[config.mk]
export PLATFORM = sky130hd
export DESIGN_NAME = char_lcd_parallel_sequencer
export DESIGN_NICKNAME = d
export VERILOG_FILES = /design/src/hdl/clps_pkg.sv /design/src/hdl/clps_core.sv /design/src/hdl/char_lcd_parallel_sequencer.sv
export SDC_FILE = /design/constraint.sdc
export NUM_CORES = 1
export LEC_CHECK = 0
export BUFFER_PORTS_ARGS = -buffer_cell sky130_fd_sc_hd__buf_4
export CAP_MARGIN = 25
export CORE_MARGIN = 5
export CORE_UTILIZATION = 30
export DETAILED_ROUTE_END_ITERATION = 8
export GPL_TIMING_DRIVEN = 1
export PLACE_DENSITY_LB_ADDON = 0.1
export SYNTH_ARGS = -nofsm -noshare
export SYNTH_HDL_FRONTEND = slang
export SYNTH_SLANG_ARGS = --single-unit
[constraint.sdc]
create_clock -name clk -period 6 [get_ports clk]
set_input_delay 1.2 -clock clk [delete_from_list [all_inputs] [get_ports clk]]
set_output_delay 1.2 -clock clk [all_outputs]
set_load 0.005 [all_outputs]
[src/hdl/clps_pkg.sv]
`timescale 1ns / 1ps
// ----------------------------------------------------------------------------
// clps_pkg: shared types and constants for the character LCD sequencer
// Command codes, status codes, request kinds, init phases and bus layouts.
// ----------------------------------------------------------------------------
package clps_pkg;

  localparam int DISPLAY_COLUMNS = 16;
  localparam int DISPLAY_ROWS    = 2;

  localparam logic [7:0] SET_DDRAM_CMD = 8'h80;
  localparam logic [7:0] ROW2_OFFSET   = 8'h40;
  localparam logic [7:0] CLEAR_CMD     = 8'h01;

  localparam int CFG_COUNT = 8;
  localparam int CFG_IDX_W = $clog2(CFG_COUNT);

  typedef enum logic [1:0] {
    CMD_TICK   = 2'd0,
    CMD_CLEAR  = 2'd1,
    CMD_SETPOS = 2'd2,
    CMD_WRITE  = 2'd3
  } cmd_t;

  typedef enum logic [1:0] {
    ST_OK        = 2'd0,
    ST_NOT_READY = 2'd1,
    ST_RANGE     = 2'd2
  } status_t;

  typedef enum logic [1:0] {
    KIND_NONE   = 2'd0,
    KIND_CLEAR  = 2'd1,
    KIND_SETPOS = 2'd2,
    KIND_WRITE  = 2'd3
  } kind_t;

  typedef enum logic [5:0] {
    PH_POWER = 6'b000001,
    PH_FUNC  = 6'b000010,
    PH_ENTRY = 6'b000100,
    PH_DISP  = 6'b001000,
    PH_END   = 6'b010000,
    PH_OPER  = 6'b100000
  } phase_t;

  typedef enum logic [CFG_IDX_W-1:0] {
    CFG_EIGHT_BIT_BUS    = 3'd0,
    CFG_TWO_LINE_MODE    = 3'd1,
    CFG_LARGE_FONT       = 3'd2,
    CFG_CURSOR_INCREMENT = 3'd3,
    CFG_DISPLAY_SHIFT    = 3'd4,
    CFG_DISPLAY_ON       = 3'd5,
    CFG_CURSOR_VISIBLE   = 3'd6,
    CFG_CURSOR_BLINK     = 3'd7
  } cfg_idx_t;

  typedef struct packed {
    logic eight_bit_bus;
    logic two_line_mode;
    logic large_font;
    logic cursor_increment;
    logic display_shift;
    logic display_on;
    logic cursor_visible;
    logic cursor_blink;
  } cfg_t;

  localparam cfg_t CFG_RESET = '{
    eight_bit_bus:    1'b1,
    two_line_mode:    1'b1,
    large_font:       1'b0,
    cursor_increment: 1'b1,
    display_shift:    1'b0,
    display_on:       1'b1,
    cursor_visible:   1'b0,
    cursor_blink:     1'b0
  };

  // request payload, lowest field last in the struct
  typedef struct packed {
    logic [7:0] character;
    logic [4:0] column;
    logic [1:0] row;
  } req_t;

  // result payload, lowest field last in the struct
  typedef struct packed {
    logic       enable_pin;
    logic [7:0] data_bus;
    logic       read_write;
    logic       reg_select;
    logic       ready_res;
    logic [1:0] status;
  } res_t;

  localparam int IN_DATA_W  = 16;
  localparam int OUT_DATA_W = 16;

endpackage

[src/hdl/clps_core.sv]
`timescale 1ns / 1ps
// ----------------------------------------------------------------------------
// clps_core: LCD sequencer state and per-item update
// Holds the config bits, init phase, strobe phase, pending request and pin
// levels; computes the result of one item and commits it on step.
// ----------------------------------------------------------------------------
module clps_core (
  input  logic                          clk,
  input  logic                          rst,
  input  logic                          cfg_we,
  input  logic [clps_pkg::CFG_IDX_W-1:0] cfg_index,
  input  logic                          cfg_data,
  input  logic                          step,
  input  clps_pkg::cmd_t                cmd,
  input  clps_pkg::req_t                req,
  output clps_pkg::res_t                res
);

  clps_pkg::cfg_t    cfg;
  clps_pkg::phase_t  phase, phase_next;
  logic              strobe_phase, strobe_phase_next;
  clps_pkg::kind_t   kind, kind_next;
  logic [7:0]        pend_byte, pend_byte_next;
  logic              pin_rs, pin_rs_next;
  logic              pin_en, pin_en_next;
  logic [7:0]        pin_data, pin_data_next;

  clps_pkg::status_t status;
  logic              ready;
  logic              out_of_range;
  logic              do_strobe;
  logic              strobe_rs;
  logic [7:0]        strobe_byte;
  logic [7:0]        init_byte;
  logic [7:0]        setpos_byte;

  always_ff @(posedge clk) begin
    if (rst) begin
      cfg <= clps_pkg::CFG_RESET;
    end else if (cfg_we) begin
      case (clps_pkg::cfg_idx_t'(cfg_index))
        clps_pkg::CFG_EIGHT_BIT_BUS:    cfg.eight_bit_bus    <= cfg_data;
        clps_pkg::CFG_TWO_LINE_MODE:    cfg.two_line_mode    <= cfg_data;
        clps_pkg::CFG_LARGE_FONT:       cfg.large_font       <= cfg_data;
        clps_pkg::CFG_CURSOR_INCREMENT: cfg.cursor_increment <= cfg_data;
        clps_pkg::CFG_DISPLAY_SHIFT:    cfg.display_shift    <= cfg_data;
        clps_pkg::CFG_DISPLAY_ON:       cfg.display_on       <= cfg_data;
        clps_pkg::CFG_CURSOR_VISIBLE:   cfg.cursor_visible   <= cfg_data;
        clps_pkg::CFG_CURSOR_BLINK:     cfg.cursor_blink     <= cfg_data;
        default: ;
      endcase
    end
  end

  always_comb begin
    case (phase)
      clps_pkg::PH_FUNC:  init_byte = {3'b001, cfg.eight_bit_bus, cfg.two_line_mode,
                                       cfg.large_font, 2'b00};
      clps_pkg::PH_ENTRY: init_byte = {6'b000001, cfg.cursor_increment, cfg.display_shift};
      default:            init_byte = {5'b00001, cfg.display_on, cfg.cursor_visible,
                                       cfg.cursor_blink};
    endcase
  end

  assign ready        = (phase == clps_pkg::PH_OPER) && (kind == clps_pkg::KIND_NONE);
  assign out_of_range = (req.row == 2'd0) || (32'(req.row) > clps_pkg::DISPLAY_ROWS) ||
                        (req.column == 5'd0) ||
                        (32'(req.column) > clps_pkg::DISPLAY_COLUMNS);
  assign setpos_byte  = clps_pkg::SET_DDRAM_CMD +
                        ((req.row == 2'd2) ? clps_pkg::ROW2_OFFSET : 8'h00) +
                        {3'b000, req.column} - 8'd1;

  always_comb begin
    phase_next        = phase;
    strobe_phase_next = strobe_phase;
    kind_next         = kind;
    pend_byte_next    = pend_byte;
    pin_rs_next       = pin_rs;
    pin_en_next       = pin_en;
    pin_data_next     = pin_data;
    status            = clps_pkg::ST_OK;
    do_strobe         = 1'b0;
    strobe_rs         = 1'b0;
    strobe_byte       = init_byte;

    case (cmd)
      clps_pkg::CMD_TICK: begin
        case (phase)
          clps_pkg::PH_POWER: phase_next = clps_pkg::PH_FUNC;
          clps_pkg::PH_FUNC: begin
            do_strobe = 1'b1;
            if (strobe_phase) phase_next = clps_pkg::PH_ENTRY;
          end
          clps_pkg::PH_ENTRY: begin
            do_strobe = 1'b1;
            if (strobe_phase) phase_next = clps_pkg::PH_DISP;
          end
          clps_pkg::PH_DISP: begin
            do_strobe = 1'b1;
            if (strobe_phase) phase_next = clps_pkg::PH_END;
          end
          clps_pkg::PH_OPER: begin
            if (kind != clps_pkg::KIND_NONE) begin
              do_strobe   = 1'b1;
              strobe_rs   = (kind == clps_pkg::KIND_WRITE);
              strobe_byte = pend_byte;
              if (strobe_phase) kind_next = clps_pkg::KIND_NONE;
            end
          end
          default: phase_next = clps_pkg::PH_OPER;
        endcase
      end
      clps_pkg::CMD_SETPOS: begin
        if (out_of_range) begin
          status = clps_pkg::ST_RANGE;
        end else if (!ready) begin
          status = clps_pkg::ST_NOT_READY;
        end else begin
          pend_byte_next = setpos_byte;
          kind_next      = clps_pkg::KIND_SETPOS;
        end
      end
      clps_pkg::CMD_CLEAR: begin
        if (!ready) begin
          status = clps_pkg::ST_NOT_READY;
        end else begin
          pend_byte_next = clps_pkg::CLEAR_CMD;
          kind_next      = clps_pkg::KIND_CLEAR;
        end
      end
      default: begin
        if (!ready) begin
          status = clps_pkg::ST_NOT_READY;
        end else begin
          pend_byte_next = req.character;
          kind_next      = clps_pkg::KIND_WRITE;
        end
      end
    endcase

    if (do_strobe) begin
      if (!strobe_phase) begin
        pin_rs_next       = strobe_rs;
        pin_en_next       = 1'b1;
        pin_data_next     = strobe_byte;
        strobe_phase_next = 1'b1;
      end else begin
        pin_en_next       = 1'b0;
        strobe_phase_next = 1'b0;
      end
    end
  end

  always_ff @(posedge clk) begin
    if (rst) begin
      phase        <= clps_pkg::PH_POWER;
      strobe_phase <= 1'b0;
      kind         <= clps_pkg::KIND_NONE;
      pend_byte    <= 8'h00;
      pin_rs       <= 1'b0;
      pin_en       <= 1'b0;
      pin_data     <= 8'h00;
    end else if (step) begin
      phase        <= phase_next;
      strobe_phase <= strobe_phase_next;
      kind         <= kind_next;
      pend_byte    <= pend_byte_next;
      pin_rs       <= pin_rs_next;
      pin_en       <= pin_en_next;
      pin_data     <= pin_data_next;
    end
  end

  always_comb begin
    res.status     = status;
    res.ready_res  = (phase_next == clps_pkg::PH_OPER) && (kind_next == clps_pkg::KIND_NONE);
    res.reg_select = pin_rs_next;
    res.read_write = 1'b0;
    res.data_bus   = pin_data_next;
    res.enable_pin = pin_en_next;
  end

endmodule

[src/hdl/char_lcd_parallel_sequencer.sv]
`timescale 1ns / 1ps
// ----------------------------------------------------------------------------
// char_lcd_parallel_sequencer: tick-driven 8-bit character LCD controller
//
//   channel  dir  transfer when           payload
//   s_axis   in   s_tvalid & s_tready     tuser: cmd; tdata: row, column, char
//   m_axis   out  m_tvalid & m_tready     tdata: status, ready, pins
//   cfg      in   cfg_we                  cfg_index, cfg_data
//
// One item per cycle: the update is one combinational pass from the state
// registers into the output register. A two-entry output buffer (output
// register plus skid) lets input transfers continue while a result waits;
// s_tready drops only once both entries are full. Reset (rst, synchronous)
// returns to the power-on init step with default config.
// ----------------------------------------------------------------------------
module char_lcd_parallel_sequencer (
  input  logic                                clk,
  input  logic                                rst,
  input  logic                                s_tvalid,
  output logic                                s_tready,
  input  logic [clps_pkg::IN_DATA_W-1:0]      s_tdata,   // row[1:0], column[6:2], character[14:7]
  input  logic [1:0]                          s_tuser,   // cmd[1:0]
  output logic                                m_tvalid,
  input  logic                                m_tready,
  output logic [clps_pkg::OUT_DATA_W-1:0]     m_tdata,   // status[1:0], ready_res[2],
                                                         // reg_select[3], read_write[4],
                                                         // data_bus[12:5], enable_pin[13]
  input  logic                                cfg_we,
  input  logic [clps_pkg::CFG_IDX_W-1:0]      cfg_index,
  input  logic                                cfg_data
);

  logic            s_xfer;
  logic            drain;
  clps_pkg::res_t  res;
  clps_pkg::res_t  out_data, skid_data;
  logic            out_valid, skid_valid;

  assign s_tready = !skid_valid;
  assign s_xfer   = s_tvalid && s_tready;
  assign drain    = out_valid && m_tready;

  clps_core u_core (
    .clk       (clk),
    .rst       (rst),
    .cfg_we    (cfg_we),
    .cfg_index (cfg_index),
    .cfg_data  (cfg_data),
    .step      (s_xfer),
    .cmd       (clps_pkg::cmd_t'(s_tuser)),
    .req       (clps_pkg::req_t'(s_tdata[$bits(clps_pkg::req_t)-1:0])),
    .res       (res)
  );

  // a full skid entry holds s_tready low, so it never meets an input transfer
  always_ff @(posedge clk) begin
    if (rst) begin
      out_valid  <= 1'b0;
      skid_valid <= 1'b0;
    end else if (drain && skid_valid) begin
      out_data   <= skid_data;
      skid_valid <= 1'b0;
    end else if (s_xfer && (!out_valid || drain)) begin
      out_data  <= res;
      out_valid <= 1'b1;
    end else if (s_xfer) begin
      skid_data  <= res;
      skid_valid <= 1'b1;
    end else if (drain) begin
      out_valid <= 1'b0;
    end
  end

  assign m_tvalid = out_valid;
  assign m_tdata  = {{(clps_pkg::OUT_DATA_W - $bits(clps_pkg::res_t)){1'b0}}, out_data};

  // skid entry is only used behind a held output entry
  assert property (@(posedge clk) disable iff (rst) skid_valid |-> out_valid)
    else $error("skid entry valid without output entry");

  assert property (@(posedge clk) disable iff (rst)
    (s_tvalid && s_tready && !m_tvalid) |=> m_tvalid)
    else $error("accepted item did not reach the output register");

  assert property (@(posedge clk) disable iff (rst)
    (s_tvalid && s_tready && m_tvalid && !m_tready) |=> skid_valid)
    else $error("stalled result not parked in skid entry");

endmodule
==> impl_results.md <==
* Startpoint types: input port
* Area occupied by multi-input gates at 1710 um^2
* Max Freq at between 200 and 300 MHz
* IO Port Bufs at 40
* DRC errors left at 0
* Critical path class: input port to flop
* Yosys cell types at 68
* Site row count at 38
* Mapped Avg Cell Area at approximately 9.4 um^2
* Final slew viol count at 0
* Routability cong. at between 0.8 and 0.9
* Crit-path leading delay family: simple AND/OR/NAND/NOR gates
* Pin count of the biggest net entering global routing at 37
* Vias in the first global route at between 2000 and 3000
* Post-synth top flop: dfxtp_1
* RSZ-0062 raised after global routing: no
* Gr ovfl total at 0
* Slowest stage delay, CP at approximately 0.54 ns
* WP buf/inv at 2
* Worst Setup Slack, final at around 2.6 ns
* Post-synth EDFFs at 26
* Final #Nets at about 430
* H-tree level count at 3
* N_diodes at 0
* WP data arrival at roughly 3.5 ns
* Hold_buf cts at 0
* Post-synthesis sequential area ratio at 45.1%
* Count leader, synth: dfxtp_1
* CTS sink cnt at 63
* Final wirelength at between 8 and 9 mm
* Most used cell, CP: or4_4
* Max Cap Violations at 0
* Initial core utilization at 30.8%
* WHS at 0.449 ns
* Fin crit period at approximately 3.4 ns
* Syn-to-layout area delta at 20.3%
* Die extent in x at 116 um
* WL/cell at 15.6 um
* Synth cell count leaders: dfxtp_1, nor2_1, a21oi_1, nand2_1, edfxtp_1
* Final setup fails at 0
* PostCTS Resize Cnt at 0
* Worst R2R Path Depth at 5
* Hold Crit Depth at 2
* Skew final at around 0.008 ns
* Die footprint at between 10000 and 15000 um^2
* Register bit total from synthesis at between 60 and 70
* Clk slew on worst S/H paths at about 0.05 ns
* Pwr Density at 257 nW/um^2
* Leakage at 1.54 nW
* Hold Path End: u_core.pin_rs$_SDFFE_PP0P_
* Sequential Area at 1520 um^2
* Worst hold start: u_core.pin_rs$_SDFFE_PP0P_
* Global-route wire length before repair at around 14 mm
* Syn Inst Count at 360
* Fin. Hold Viols at 0
* Synth warnings at 0
* Placed Cells at around 530
* Least-Margin Pin Slew at between 0.9 and 1 ns
* Place WS at approximately 2.3 ns
* R2R Setup Slk at about 3.3 ns
* Final setup TNS at 0 ns
* Vias post-DR at ~2800
* Run status: complete, no violations
* Worst min path class: flop to flop
* TritonRoute pass-1 iters at 4
* Crit end category: flop
* Layout cell share with drive strength beyond 1 at about a fifth
* Crit path max fanout at 14
* Via density at about 5.1
* Core area at between 10000 and 15000 um^2
* Critical Path RT at between 6 and 7 ns
* IO Pins at 45
* FF-to-FF End: m_tdata[8]$_DFFE_PP_
* 1st-iter DRT viols at around 200
* Final Non-Filler Cells at 541
* Antenna-violating nets left at 0
* Die H at 116 um
* Synth top area share at between 20% and 30%
* Clock Root Buffer: clkbuf_16
* Period utilization at a little under three fifths
* Clock tree buffer depth at 2
* Setup bufs post-CTS at 0
* CTS tree: built
* Worst vdd ir at about 94 uV
* Leading area contributor after synthesis: edfxtp_1
* Initial antenna violation count at 0
* Final HPWL DP at ~6.2 mm
* Ranking of synthesized cells by area: edfxtp_1, dfxtp_1, a21oi_1
* Later-pin clock latency in the skew report at approximately 0.32 ns
* Final Util at 37.1%
* Crit. path cell count at 8
* Slew HR at between 30% and 40%
* Fill count at 1119
* Post-Syn Area at 3370 um^2
* Origin of the critical flop-to-flop path: u_core.phase[5]$_SDFFE_PP0P_
* Worst-path cell chain: buf_4, inv_1, ha_1, nor2b_1, or4_4, o21a_1, or4_4, o41ai_2
* Slowest stage cell, crit path: or4_4
* Post-synth ARST share at 0%
* Gr usage total at 13.2%
* Total CTS buffers at 9
[layout by cell type (no fill, tap or decap), types with 3 or more instances in the layout]
cell       Yosys  final
a211oi_1       8      8
o2bb2ai_1      3      3
nand2_1       34     34
conb_1         1      3
a21oi_1       34     34
inv_1         15     15
a31oi_1        6      6
nand3_1        6      6
mux2i_1        4      4
mux2_2         8      8
and3_1         3      3
dfxtp_1       37     37
edfxtp_1      26     26
a22o_1         3      3
clkinv_2       0      3
o21ai_0       15     15
nor2_1        36     36
o31ai_1        3      3
nor3b_1        5      5
clkbuf_16      0      9
nor2b_1        6      6
nand4_1        3      3
ha_1           6      6
buf_4          4     43
nor3_1        10      9
xor2_1         4      4
o211ai_1       9      9
or2_2          3      3
[area by class of cell]
class                      instances  area share [%]
clock buffer                      12            6.08
clock inverter                     4           0.555
inverter                          15            1.39
multi-input combinational        264            42.2
sequential                        63            37.5
tap                              140            4.32
timing repair buffer              43            7.96
[flip-flops by register name, indices dropped and copies added, names as in the netlist]
register	flops
u_core.pin_rs	1
u_core.kind	2
m_tvalid	1
u_core.pin_en	1
u_core.strobe_phase	1
u_core.pend_byte	8
m_tdata	13
u_core.phase	6
u_core.pin_data	8
skid_data	13
skid_valid	1
u_core.cfg	8
[worst register-to-register path: cells and delay by family (launching register included)]
kind             cells  cell delay (ns)
flip-flops           1             0.54
multiplexers         2             0.69
AO/OA/AOI/OAI        1             0.47
AND/OR/NAND/NOR      2             0.76
[through the flow]
stage                     total power [mW]  cell area [um^2]
after floorplan                      0.540              3380
after global placement               0.583              3790
after detailed placement             0.583              3790
after global routing                  1.09              4060
after CTS                             1.05              4060
final                                 1.04              4060
[cell families after synthesis]
family | Yosys count | synth area share [%]
fa+ha+maj | 6 | 2.23
compound gates | 109 | 22.0
other cells | 1 | 0.111
xor+xnor | 6 | 1.56
buf+inv | 35 | 4.68
mux | 13 | 4.19
flops | 63 | 45.1
simple gates | 127 | 20.1
[routing by layer]
metal  part of all wire, %  vias to the layer above  routed length [um]  global-route usage (%)
li1                      -                     1426                   -                       -
met1                    52                     1289                4400                    19.0
met2                    43                       52                3630                    19.1
met3                   3.7                        7                 309                    2.98
met4                   1.2                        0                  97                    4.87
met5                     0                        -                   0                       0
[where the power goes]
group / internal (mW) / leakage, nW / switching (mW)
clock: 0.288 / 0.132 / 0.179
combinational: 0.0465 / 0.862 / 0.0599
sequential: 0.457 / 0.545 / 0.0106
[worst max-delay path by stage]
stage	slack, ns	start	to
2_1_floorplan	2.75	s_tuser[0]	m_tdata[2]$_DFFE_PP_
3_3_place_gp	2.27	s_tuser[0]	m_tdata[2]$_DFFE_PP_
3_5_place_dp	2.27	s_tuser[0]	m_tdata[2]$_DFFE_PP_
4_1_cts	2.59	s_tuser[0]	m_tdata[2]$_DFFE_PP_
5_1_grt	2.45	s_tuser[0]	m_tdata[2]$_DFFE_PP_
6_report	2.61	s_tuser[0]	m_tdata[2]$_DFFE_PP_
(Power assumes the default switching activity.)
